==> config.mk <==
export PLATFORM = sky130hd
export DESIGN_NAME = contact_push_slide_thrust_roll_control_core
export DESIGN_NICKNAME = d
export VERILOG_FILES = /design/src/rtl/core/cpst_pkg.sv /design/src/rtl/core/contact_push_slide_thrust_roll_control_core.sv
export SDC_FILE = /design/constraint.sdc
export NUM_CORES = 2
export LEC_CHECK = 0
export ABC_AREA = 1
export ABC_CLOCK_PERIOD_IN_PS = 28000
export BUFFER_PORTS_ARGS = -buffer_cell sky130_fd_sc_hd__buf_4
export CORE_ASPECT_RATIO = 1.75
export CORE_MARGIN = 3
export CORE_UTILIZATION = 64
export CTS_CLUSTER_DIAMETER = 40
export DETAILED_ROUTE_END_ITERATION = 10
export PLACE_DENSITY = 0.8
export SLEW_MARGIN = 20
export SYNTH_ARGS = -nofsm -noshare
export SYNTH_HDL_FRONTEND = slang
export SYNTH_SLANG_ARGS = --single-unit
==> constraint.sdc <==
create_clock -name i_clk -period 28 [get_ports i_clk]
set_input_delay 2.8 -clock i_clk [delete_from_list [all_inputs] [get_ports i_clk]]
set_output_delay 2.8 -clock i_clk [all_outputs]
set_load 0.05 [all_outputs]
==> src/rtl/core/cpst_pkg.sv <==
// Package for the contact push/slide thrust and roll controller.
// Holds constants, mode codes, config indexes and the CORDIC arctangent table.
// No dependencies.
package cpst_pkg;

    localparam int FRAC_BITS_DEF    = 16;
    localparam int CORDIC_STEPS_DEF = 18;

    localparam int CFG_IDX_W  = 3;
    localparam int CFG_DATA_W = 21;

    typedef enum logic [CFG_IDX_W-1:0] {
        CFG_BASE_THRUST    = 3'd0,
        CFG_PUSH_STEP      = 3'd1,
        CFG_THRUST_CEILING = 3'd2,
        CFG_ROLL_LIMIT     = 3'd3,
        CFG_CONTACT_LEVEL  = 3'd4,
        CFG_SLIDE_LEVEL    = 3'd5
    } t_cfg_idx;

    typedef enum logic [2:0] {
        MODE_FREE      = 3'd0,
        MODE_STOP_SLIDE = 3'd1,
        MODE_PUSH      = 3'd2,
        MODE_SLIDE     = 3'd3,
        MODE_HOLD      = 3'd4
    } t_mode;

    localparam logic [20:0] BASE_THRUST_RST    = 21'd1014628;
    localparam logic [15:0] PUSH_STEP_RST      = 16'd1311;
    localparam logic [20:0] THRUST_CEILING_RST = 21'd1081344;
    localparam logic [16:0] ROLL_LIMIT_RST     = 17'd3431;
    localparam logic [18:0] CONTACT_LEVEL_RST  = 19'd9830;
    localparam logic [18:0] SLIDE_LEVEL_RST    = 19'd26214;

    // arctan(2^-i) in Q30
    function automatic logic [30:0] atan_q30(input logic [4:0] i);
        logic [30:0] v;
        case (i)
            5'd0:  v = 31'd843314857;
            5'd1:  v = 31'd497837829;
            5'd2:  v = 31'd263043837;
            5'd3:  v = 31'd133525159;
            5'd4:  v = 31'd67021687;
            5'd5:  v = 31'd33543516;
            5'd6:  v = 31'd16775851;
            5'd7:  v = 31'd8388438;
            5'd8:  v = 31'd4194283;
            5'd9:  v = 31'd2097150;
            5'd31: v = 31'd0;
            default: v = 31'd1 << (5'd30 - i);
        endcase
        return v;
    endfunction

endpackage

==> src/rtl/core/contact_push_slide_thrust_roll_control_core.sv <==
// Contact push/slide controller: one command pair per control tick.
// Free and push ticks pass through decide, apply and output states; hold ticks
// skip apply. A slide tick runs a serial multiply and a restoring divider;
// slide entry with a nonzero lateral force adds an iterative CORDIC atan2.
// One transaction at a time: input stalls until the result is taken.
// Synchronous active-low reset clears the control state and restores config reset values.
module contact_push_slide_thrust_roll_control_core #(
    parameter int FRAC_BITS    = cpst_pkg::FRAC_BITS_DEF,
    parameter int CORDIC_STEPS = cpst_pkg::CORDIC_STEPS_DEF
) (
    input  logic        i_clk,
    input  logic        i_rst_n,
    input  logic        i_cfg_we,
    input  logic [cpst_pkg::CFG_IDX_W-1:0]  i_cfg_idx,
    input  logic [cpst_pkg::CFG_DATA_W-1:0] i_cfg_data,
    input  logic        i_valid,
    output logic        o_stall,
    input  logic signed [21:0] i_lateral_force,
    input  logic signed [21:0] i_vertical_force,
    input  logic signed [21:0] i_roll_torque,
    output logic        o_valid,
    input  logic        i_stall,
    output logic signed [17:0] o_roll_command,
    output logic [20:0] o_thrust_command,
    output logic [2:0]  o_mode
);
    import cpst_pkg::*;

    localparam int SH = 30 - FRAC_BITS;

    typedef enum logic [2:0] {
        S_IDLE, S_DECIDE, S_CORDIC, S_MUL, S_DIV, S_APPLY, S_OUT
    } t_state;

    t_state r_state;

    // configuration
    logic [20:0] r_base, r_ceil;
    logic [15:0] r_step;
    logic [16:0] r_rlim;
    logic [18:0] r_cl, r_sl;

    // controller state
    logic [21:0] r_target, r_issued_t;
    logic signed [17:0] r_issued_r;
    logic        r_sliding;
    logic [16:0] r_angle;

    // captured transaction
    logic [21:0] r_ay, r_az;
    logic        r_neg;

    // CORDIC
    logic signed [47:0] r_cx, r_cy;
    logic signed [33:0] r_cz;
    logic [4:0]  r_ci;

    // serial multiply / divide
    logic [35:0] r_prod;
    logic [16:0] r_mcand;
    logic [4:0]  r_mcnt;
    logic [35:0] r_quo;
    logic [21:0] r_rem;
    logic [5:0]  r_dcnt;

    // pending apply inputs
    logic signed [23:0] r_thr_in;
    logic signed [37:0] r_roll_in;
    logic [2:0]  r_mode;

    logic        r_ovalid;
    logic signed [17:0] r_oroll;
    logic [20:0] r_othr;

    assign o_stall = (r_state != S_IDLE);
    assign o_valid = r_ovalid;
    assign o_roll_command = r_oroll;
    assign o_thrust_command = r_othr;
    assign o_mode = r_mode;

    // CORDIC step
    logic signed [47:0] c_dx, c_dy;
    logic [30:0] c_at;
    logic [4:0]  c_shift;
    assign c_shift = r_ci;
    assign c_dx = r_cx >>> c_shift;
    assign c_dy = r_cy >>> c_shift;
    assign c_at = atan_q30(r_ci);

    // angle rounding
    logic signed [34:0] a_round;
    logic [34:0] a_sh;
    logic [16:0] a_fin;
    always_comb begin
        a_round = 35'(r_cz) + (35'sd1 <<< (SH - 1));
        a_sh = a_round[34] ? 35'd0 : 35'(a_round >>> SH);
        a_fin = (r_cz < 0) ? 17'd0 : ((a_sh > 35'd131071) ? 17'd131071 : a_sh[16:0]);
    end

    // divider step (remainder stays below |fz| < 2^22)
    logic [22:0] d_trial;
    logic [23:0] d_sub;
    assign d_trial = {r_rem, r_quo[35]};
    assign d_sub = {1'b0, d_trial} - {2'b0, r_az};

    // slide thrust decrement: (az - sl)/10 truncated toward zero
    logic signed [22:0] s_diff;
    logic [21:0] s_mag, s_q;
    logic [44:0] s_mul;
    logic signed [23:0] s_d;
    always_comb begin
        s_diff = $signed({1'b0, r_az}) - $signed({4'b0, r_sl});
        s_mag = s_diff[22] ? 22'(-s_diff) : s_diff[21:0];
        s_mul = 45'(s_mag) * 45'd3355444; // ceil(2^25/10)
        s_q = {2'b0, s_mul[44:25]};
        s_d = s_diff[22] ? -$signed({2'b0, s_q}) : $signed({2'b0, s_q});
    end

    // saturation of pending commands
    logic signed [23:0] floor_t;
    logic signed [23:0] t_sat;
    logic signed [37:0] r_sat;
    always_comb begin
        floor_t = $signed({3'b0, r_base}) - $signed({8'b0, r_step});
        if (r_thr_in >= $signed({3'b0, r_ceil})) t_sat = $signed({3'b0, r_ceil});
        else if (r_thr_in <= floor_t) t_sat = floor_t;
        else t_sat = r_thr_in;
        if (t_sat < 0) t_sat = '0;
        if (r_roll_in > $signed({21'b0, r_rlim})) r_sat = $signed({21'b0, r_rlim});
        else if (r_roll_in < -$signed({21'b0, r_rlim})) r_sat = -$signed({21'b0, r_rlim});
        else r_sat = r_roll_in;
    end

    logic [22:0] p_sum;
    assign p_sum = {1'b0, r_target} + {7'b0, r_step};

    always_ff @(posedge i_clk) begin
        if (!i_rst_n) begin
            r_state <= S_IDLE;
            r_base <= BASE_THRUST_RST;  r_step <= PUSH_STEP_RST;
            r_ceil <= THRUST_CEILING_RST; r_rlim <= ROLL_LIMIT_RST;
            r_cl <= CONTACT_LEVEL_RST;  r_sl <= SLIDE_LEVEL_RST;
            r_target <= '0; r_issued_t <= '0; r_issued_r <= '0;
            r_sliding <= 1'b0; r_angle <= '0;
            r_ovalid <= 1'b0; r_mode <= MODE_FREE;
        end else begin
            if (i_cfg_we) begin
                case (t_cfg_idx'(i_cfg_idx))
                    CFG_BASE_THRUST:    r_base <= i_cfg_data;
                    CFG_PUSH_STEP:      r_step <= i_cfg_data[15:0];
                    CFG_THRUST_CEILING: r_ceil <= i_cfg_data;
                    CFG_ROLL_LIMIT:     r_rlim <= i_cfg_data[16:0];
                    CFG_CONTACT_LEVEL:  r_cl <= i_cfg_data[18:0];
                    CFG_SLIDE_LEVEL:    r_sl <= i_cfg_data[18:0];
                    default: ;
                endcase
            end
            case (r_state)
                S_IDLE: begin
                    if (i_valid) begin
                        r_ay <= i_lateral_force[21] ? 22'(-i_lateral_force) : i_lateral_force;
                        r_az <= i_vertical_force[21] ? 22'(-i_vertical_force) : i_vertical_force;
                        r_neg <= (i_roll_torque > 0);
                        r_state <= S_DECIDE;
                    end
                end
                S_DECIDE: begin
                    if (r_az < {3'b0, r_cl}) begin
                        r_target <= {1'b0, r_base};
                        r_roll_in <= '0;
                        r_thr_in <= r_sliding ?
                            $signed({3'b0, r_base}) - $signed({8'b0, r_step}) :
                            $signed({3'b0, r_base});
                        r_mode <= r_sliding ? MODE_STOP_SLIDE : MODE_FREE;
                        r_sliding <= 1'b0;
                        r_state <= S_APPLY;
                    end else if (r_az > {3'b0, r_cl} && r_az < {3'b0, r_sl}) begin
                        if (!r_sliding) begin
                            r_target <= p_sum[22] ? 22'h3FFFFF : p_sum[21:0];
                            r_thr_in <= p_sum[22] ? 24'sh3FFFFF : $signed({1'b0, p_sum});
                        end else begin
                            r_thr_in <= $signed({2'b0, r_target});
                        end
                        r_roll_in <= '0;
                        r_mode <= MODE_PUSH;
                        r_state <= S_APPLY;
                    end else if (r_az > {3'b0, r_sl} || r_issued_t == {1'b0, r_ceil}) begin
                        r_mode <= MODE_SLIDE;
                        if (!r_sliding) begin
                            r_issued_t <= r_target;
                            r_cx <= 48'($signed({1'b0, r_az})) <<< 24;
                            r_cy <= 48'($signed({1'b0, r_ay})) <<< 24;
                            r_cz <= '0;
                            r_ci <= '0;
                            r_state <= (r_ay == '0) ? S_MUL : S_CORDIC;
                            if (r_ay == '0) r_angle <= '0;
                        end else begin
                            r_state <= S_MUL;
                        end
                        r_prod <= '0;
                        r_mcnt <= '0;
                    end else begin
                        r_mode <= MODE_HOLD;
                        r_state <= S_OUT;
                    end
                end
                S_CORDIC: begin
                    if (r_cy >= 0) begin
                        r_cx <= r_cx + c_dy; r_cy <= r_cy - c_dx;
                        r_cz <= r_cz + 34'(c_at);
                    end else begin
                        r_cx <= r_cx - c_dy; r_cy <= r_cy + c_dx;
                        r_cz <= r_cz - 34'(c_at);
                    end
                    r_ci <= r_ci + 5'd1;
                    if (32'(r_ci) == CORDIC_STEPS - 1 || r_ci == 5'd31) begin
                        r_state <= S_MUL;
                        r_prod <= '0;
                        r_mcnt <= '0;
                    end
                end
                S_MUL: begin
                    // shift-add, one angle bit per cycle
                    r_mcnt <= r_mcnt + 5'd1;
                    if (r_mcnt == 5'd0) begin
                        // latch angle from CORDIC when freshly computed
                        if (!r_sliding && r_ay != '0) begin
                            r_angle <= a_fin;
                            r_mcand <= a_fin;
                        end else begin
                            r_mcand <= r_sliding ? r_angle : 17'd0;
                        end
                        r_prod <= '0;
                    end else begin
                        r_prod <= {r_prod[34:0], 1'b0} +
                            (r_mcand[16] ? {17'b0, r_sl} : 36'd0);
                        r_mcand <= {r_mcand[15:0], 1'b0};
                        if (r_mcnt == 5'd17) begin
                            r_state <= S_DIV;
                            r_dcnt <= '0;
                            r_thr_in <= $signed({2'b0, r_issued_t}) - s_d;
                        end
                    end
                end
                S_DIV: begin
                    r_dcnt <= r_dcnt + 6'd1;
                    if (r_dcnt == 6'd0) begin
                        r_quo <= r_prod;
                        r_rem <= '0;
                    end else begin
                        if (!d_sub[23]) r_rem <= d_sub[21:0];
                        else r_rem <= d_trial[21:0];
                        r_quo <= {r_quo[34:0], ~d_sub[23]};
                        if (r_dcnt == 6'd36) begin
                            r_state <= S_APPLY;
                            r_sliding <= 1'b1;
                            // zero vertical force: quotient saturates to the roll limit, or is zero for a zero product
                            if (r_az == '0)
                                r_roll_in <= (r_prod != 36'd0) ?
                                    (r_neg ? -$signed({21'b0, r_rlim}) : $signed({21'b0, r_rlim}))
                                    : '0;
                            else
                                r_roll_in <= r_neg ? -$signed({2'b0, r_quo[34:0], ~d_sub[23]})
                                                   : $signed({2'b0, r_quo[34:0], ~d_sub[23]});
                        end
                    end
                end
                S_APPLY: begin
                    r_issued_t <= t_sat[21:0];
                    r_issued_r <= r_sat[17:0];
                    r_state <= S_OUT;
                end
                S_OUT: begin
                    if (!r_ovalid) begin
                        r_ovalid <= 1'b1;
                        r_oroll <= r_issued_r;
                        r_othr <= r_issued_t[20:0];
                    end else if (!i_stall) begin
                        r_ovalid <= 1'b0;
                        r_state <= S_IDLE;
                    end
                end
                default: r_state <= S_IDLE;
            endcase
        end
    end

endmodule
### Yosys cells after proc, flatten, opt, wreduce, memory -nomap -nowiden

Cells that the tools add are included.

| storage, ports and cells | value |
|---|---|
| flip-flop bits (word level) | 603 |
| latch bits | 0 |
| bits in writable memories | 0 |
| bits in read-only memories | 0 |
| input port bits | 95 |
| word-level logic and storage cells | 276 |
| memories kept | 0 |

| operators by class | value |
|---|---|
| add/subtract/negate cells | 24 |
| $mul | 1 |
| divide/modulo/power cells | 0 |
| magnitude comparators | 13 |
| equality and inequality tests | 43 |
| shift-type cells | 3 |
| mux-type cells | 114 |
| bitwise logic cells | 2 |
| reduce and logical (&&, ||, !) cells | 42 |

Operator list:

| cell | count |
|---|---|
| $mux 48 | 10 |
| $pmux 31 s11 | 1 |
| $mux 38 | 8 |
| $mux 22 | 13 |
| $mux 36 | 6 |
| $mux 17 | 12 |
| $mux 24 | 8 |
| $pmux 48 s2 | 2 |
| $mux 34 | 5 |
| $pmux 36 s3 | 1 |
| $add 48x48->48 | 2 |
| $sshr 48x5->48 | 2 |
| $sub 48x48->48 | 2 |
| $neg 17->38 | 2 |
| $pmux 38 s2 | 1 |
| $pmux 34 s2 | 1 |
| $neg 22->22 | 3 |
| $ge 48x1->1 const B | 1 |
| $pmux 24 s2 | 1 |
| $gt 22x19->1 | 2 |
| $logic_not 22->1 | 2 |
| $lt 22x19->1 | 2 |
| $pmux 22 s2 | 1 |
| $mul 22x20->42 const B | 1 |
| other kinds (67) | 153 |

### Depth between registers and ports, before layout

| depth | value |
|---|---|
| depth after elaboration | 10 |
| gate-level depth with buffers | 70 |
| depth with buffers taken out | 70 |

### Worst setup path before layout

Ideal clock, no wire load.

| timing | value |
|---|---|
| path kind | in2reg |
| start point | input port i_rst_n |
| end point | register r_ci[0] (netlist: c_shift[0]) (enable) |
| library setup time | 1.346 ns |
| data arrival time | 23.911 ns |
| setup slack | 2.743 ns |
| stages on the path | 2 |
| path buffers | 0 |
| cells stage by stage | clkinv_1 > a2111oi_0 |

| between the ends | value |
|---|---|
| longest elaborated chain between the ends | 1 |

Ends and longest elaborated chain:

| what | line | source |
|---|---|---|
| start, declared | contact_push_slide_thrust_roll_control_core.sv:12 | `input logic i_rst_n,` |
| $reduce_and 6->1 (no line) | - |  |
| end signal, assigned | contact_push_slide_thrust_roll_control_core.sv:215 | `r_ci <= r_ci + 5'd1;` |
| end, declared | contact_push_slide_thrust_roll_control_core.sv:56 | `logic [4:0] r_ci;` |

No other way between the ends.
A chain may end at the register's enable or synchronous reset.

### Final worst setup path

| timing | value |
|---|---|
| start point | register r_az[16] |
| end point | register r_thr_in[23] (data pin) |

| between the ends | value |
|---|---|
| longest elaborated chain between the ends | 10 |

Ends and longest elaborated chain:

| what | line | source |
|---|---|---|
| start, declared | contact_push_slide_thrust_roll_control_core.sv:50 | `logic [21:0] r_ay, r_az;` |
| start signal, assigned | contact_push_slide_thrust_roll_control_core.sv:162 | `r_az <= i_vertical_force[21] ? 22'(-i_vertical_force) : i_vertical_force;` |
| $sub 22x19->23 | contact_push_slide_thrust_roll_control_core.sv:112 | `s_diff = $signed({1'b0, r_az}) - $signed({4'b0, r_sl});` |
| $neg 22->22 | contact_push_slide_thrust_roll_control_core.sv:113 | `s_mag = s_diff[22] ? 22'(-s_diff) : s_diff[21:0];` |
| $mux 22 | contact_push_slide_thrust_roll_control_core.sv:113 |  |
| $mul 22x20->42 | contact_push_slide_thrust_roll_control_core.sv:114 | `s_mul = 45'(s_mag) * 45'd3355444;` |
| $neg 19->24 | contact_push_slide_thrust_roll_control_core.sv:116 | `s_d = s_diff[22] ? -$signed({2'b0, s_q}) : $signed({2'b0, s_q});` |
| $mux 24 | contact_push_slide_thrust_roll_control_core.sv:116 |  |
| $sub 23x24->24 | contact_push_slide_thrust_roll_control_core.sv:241 | `r_thr_in <= $signed({2'b0, r_issued_t}) - s_d;` |
| $mux 24 | contact_push_slide_thrust_roll_control_core.sv:238 | `if (r_mcnt == 5'd17) begin` |
| $mux 24 | contact_push_slide_thrust_roll_control_core.sv:225 | `if (r_mcnt == 5'd0) begin` |
| $pmux 24 s2 * | contact_push_slide_thrust_roll_control_core.sv:158 | `case (r_state)` |
| end signal, assigned | contact_push_slide_thrust_roll_control_core.sv:171 | `r_thr_in <= r_sliding ?` |
| end signal, assigned | contact_push_slide_thrust_roll_control_core.sv:180 | `r_thr_in <= p_sum[22] ? 24'sh3FFFFF : $signed({1'b0, p_sum});` |
| end signal, assigned | contact_push_slide_thrust_roll_control_core.sv:241 |  |
| end, declared | contact_push_slide_thrust_roll_control_core.sv:67 | `logic signed [23:0] r_thr_in;` |

Mark *: on every way between the ends. The rest lies on a longest branch, timed or not. The select of a mux whose other input is x is not followed.

==> flow_metrics.env <==
export IMPL_ys_ff_latch=603
export IMPL_route_detailed_wl_per_inst_um=23.8
export IMPL_critPathCapture="r_thr_in[23]"
export IMPL_regToRegStartpoint="r_az[16]"
export IMPL_worstPathMaxFanout=23
export IMPL_holdBufCountCts=0
export IMPL_startpoint_type="flop"
export IMPL_synth_distinct_cells=78
export IMPL_tritoncts="yes"
export IMPL_async_flop_share_pct=0
export IMPL_cts_root_buf="clkbuf_16"
export IMPL_cts_resized=0
export IMPL_nFillCells=7792
export IMPL_hp_class="flop to flop"
export IMPL_h_tree_depth=3
export IMPL_slowest_delay_ps=550
export IMPL_clk_pin_slew_worst_paths_ps=70
export IMPL_fin_crit_ps=12750
export IMPL_grt_max_degree=136
export IMPL_end_kind="flop"
export IMPL_seq_area_um2=16100
export IMPL_grt_pass1_wl_um=355000
export IMPL_yosys_warnings=0
export IMPL_syn_area_per_cell_um2=7.17
export IMPL_gp_congestion=1.05
export IMPL_die_y_um=416
export IMPL_maxCapViolCount=0
export IMPL_violations="design-rule violations"
export IMPL_period_share_pct=45.5
export IMPL_ant_nets=0
export IMPL_netlist_area_um2=61600
export IMPL_max_freq_mhz=78.4
export IMPL_grt_antenna_before_repair=7
export IMPL_grt_pass1_vias=63643
export IMPL_ff2ff_path_depth=64
export IMPL_cts_setup_buffers=0
export IMPL_r2r_end="r_thr_in[23]"
export IMPL_hold_depth=0
export IMPL_vias=63780
export IMPL_setup_tns_ps=0
export IMPL_setup_viol=0
export IMPL_fp_coreArea_um2=94900
export IMPL_syn_inst=8590
export IMPL_rrSetupSlack_ps=15250
export IMPL_cts_max_path_buffers=3
export IMPL_setup_worst_path_start="r_az[16]"
export IMPL_hold_violations=0
export IMPL_rsz0062_at_grt="false"
export IMPL_slew_headroom_pct=15.3
export IMPL_drive_above_1_share_pct=5.67
export IMPL_syn_to_final_growth_pct=7.71
export IMPL_start_util_pct=64.9
export IMPL_io_pin_count=139
export IMPL_synth_edf_count=403
export IMPL_layout_commonest_cell="nand2_1"
export IMPL_final_cell_mix="nand2_1, inv_1, o21ai_0"
export IMPL_dp_hpwl_um=179000
export IMPL_drtIter0Drc=6611
export IMPL_finalClockSkew_ps=77.3
export IMPL_wirelength_um=235000
export IMPL_portBuffers=138
export IMPL_grtUsageTotal_pct=46.6
export IMPL_first_pass_iters=11
export IMPL_fp_dieArea_um2=100000
export IMPL_fin_nets=9451
export IMPL_drv_slew=0
export IMPL_cp_slowest_cell="fa_1"
export IMPL_arrival_ps=13230
export IMPL_clock_sinks=603
export IMPL_cp_common_cell="nand2_1"
export IMPL_die_w_um=240
export IMPL_crit_type="flop to flop"
export IMPL_worstMarginPinSlew_ps=1260
export IMPL_rows=149
export IMPL_clkLatencyLatePin_ps=760
export IMPL_status="complete, but fails checks"
export IMPL_synth_fp_nets=9437
export IMPL_drc=2
export IMPL_synth_main_ff_cell="edfxtp_1"
export IMPL_via_per_inst=6.45
export IMPL_ys_seq_area_share_pct=26.2
export IMPL_multiInputGateArea_um2=39500
export IMPL_grt_remaining_overflow=0
export IMPL_required_ps=28480
export IMPL_cts_inserted_buffers=80
## synth_stat cells, drive strengths merged, types with 4 or more instances
master   number  share of area [%]
a211oi        8              0.098
a21boi       21               0.26
a21o         21               0.26
a21oi       754                6.1
a221oi        7               0.10
a22o         10               0.14
a22oi        16               0.20
a311oi        8               0.11
a31oi       115                1.2
a41oi         6              0.098
and2          5              0.051
and3          6              0.061
buf          95               0.80
clkbuf      171                1.0
clkinv       18               0.11
dfxtp       200                6.5
edfxtp      403                 20
fa          161                5.2
ha          591                 12
inv        1297                7.9
mux2i        49               0.80
nand2      1690                 10
nand3       334                2.8
nand3b       11               0.15
nand4        88               0.90
nor2        700                4.4
nor3         99               0.85
nor3b         5              0.061
nor4         80               0.84
o2111ai      13               0.18
o211ai      100                1.2
o21a         83                1.0
o21ai       899                7.4
o21bai       25               0.30
o221ai       23               0.33
o22a          6              0.085
o22ai        12               0.12
o31ai        16               0.20
or2          58               0.59
or4           4              0.049
xnor2       113                1.6
xor2        246                3.5
## flip-flops by register name (all words and copies together) (netlist names), 19 cells and up
signal            cells
r_ay                 22
r_rem                22
o_thrust_command     21
r_roll_in            38
r_issued_t           22
r_ceil               21
r_target             22
r_az                 22
r_base               21
r_quo                36
r_sl                 19
r_thr_in             24
r_cx                 48
r_prod               36
r_cz                 34
r_cy                 48
r_cl                 19
## layer usage
| metal | share of wire [%] | GRT usage, % | vias up |
|---|---|---|---|
| li1 | - | - | 28997 |
| met1 | 30 | 43.1 | 29097 |
| met2 | 47 | 78.0 | 3968 |
| met3 | 8.8 | 13.3 | 1712 |
| met4 | 13 | 49.7 | 6 |
| met5 | 0.038 | 1.04 | - |
## worst max-delay path, delay by kind of cell, from the launching register on
family / cells / cell delay (ps)
AO/OA/AOI/OAI: 7 / 1400
XOR/XNOR: 2 / 490
adder cells (fa/ha/maj): 10 / 4210
buffers and inverters: 13 / 1690
flip-flops: 1 / 460
AND/OR/NAND/NOR: 32 / 4220
## worst min-delay path by stage
stage	start	to	slack [ps]
3_3_place_gp	r_issued_r[3]	o_roll_command[3]	420
6_report	r_issued_r[7]	o_roll_command[7]	450
4_1_cts	r_issued_r[7]	o_roll_command[7]	450
3_5_place_dp	r_issued_r[8]	o_roll_command[8]	430
2_1_floorplan	r_issued_r[10]	o_roll_command[10]	400
5_1_grt	r_issued_r[7]	o_roll_command[7]	460
## stage by stage
| step | hold WS, ps | instances | setup slack (ps) | instance area (um^2) | utilization (%) |
|---|---|---|---|---|---|
| 2_1_floorplan | 403 | 8590 | 2740 | 61600 | - |
| 3_3_place_gp | 421 | 9727 | 15500 | 63500 | 66.9 |
| 3_5_place_dp | 429 | 9727 | 15350 | 63500 | 66.9 |
| 4_1_cts | 446 | 9876 | 15310 | 66200 | 69.8 |
| 5_1_grt | 459 | 9879 | 14210 | 66300 | 69.9 |
| 6_report | 452 | 9886 | 15250 | 66300 | 69.9 |
## kinds of logic (layout without fill, tap and decap cells)
kind of cell / count (synthesis) / after routing / share of synthesized area [%]
AO/OA/AOI/OAI: 2161 / 2161 / 19.6
XOR/XNOR: 359 / 359 / 5.13
adder cells (fa/ha/maj): 752 / 752 / 17.2
buffers and inverters: 1581 / 1662 / 9.87
flip-flops: 603 / 603 / 26.2
multiplexers: 49 / 49 / 0.797
other: 0 / 7 / 0
AND/OR/NAND/NOR: 3085 / 3085 / 21.1
## layout make-up
class | count | area share [%]
multi-input combinational | 6406 | 59.6
sequential | 603 | 24.3
inverter | 1315 | 7.46
clock buffer | 94 | 3.21
tap | 1208 | 2.28
timing repair buffer | 198 | 2.26
clock inverter | 55 | 0.934
antenna | 7 | 0.0264
Power is not shown: default switching activity piles up to over one toggle a cycle in this logic, so the estimate is an artifact.
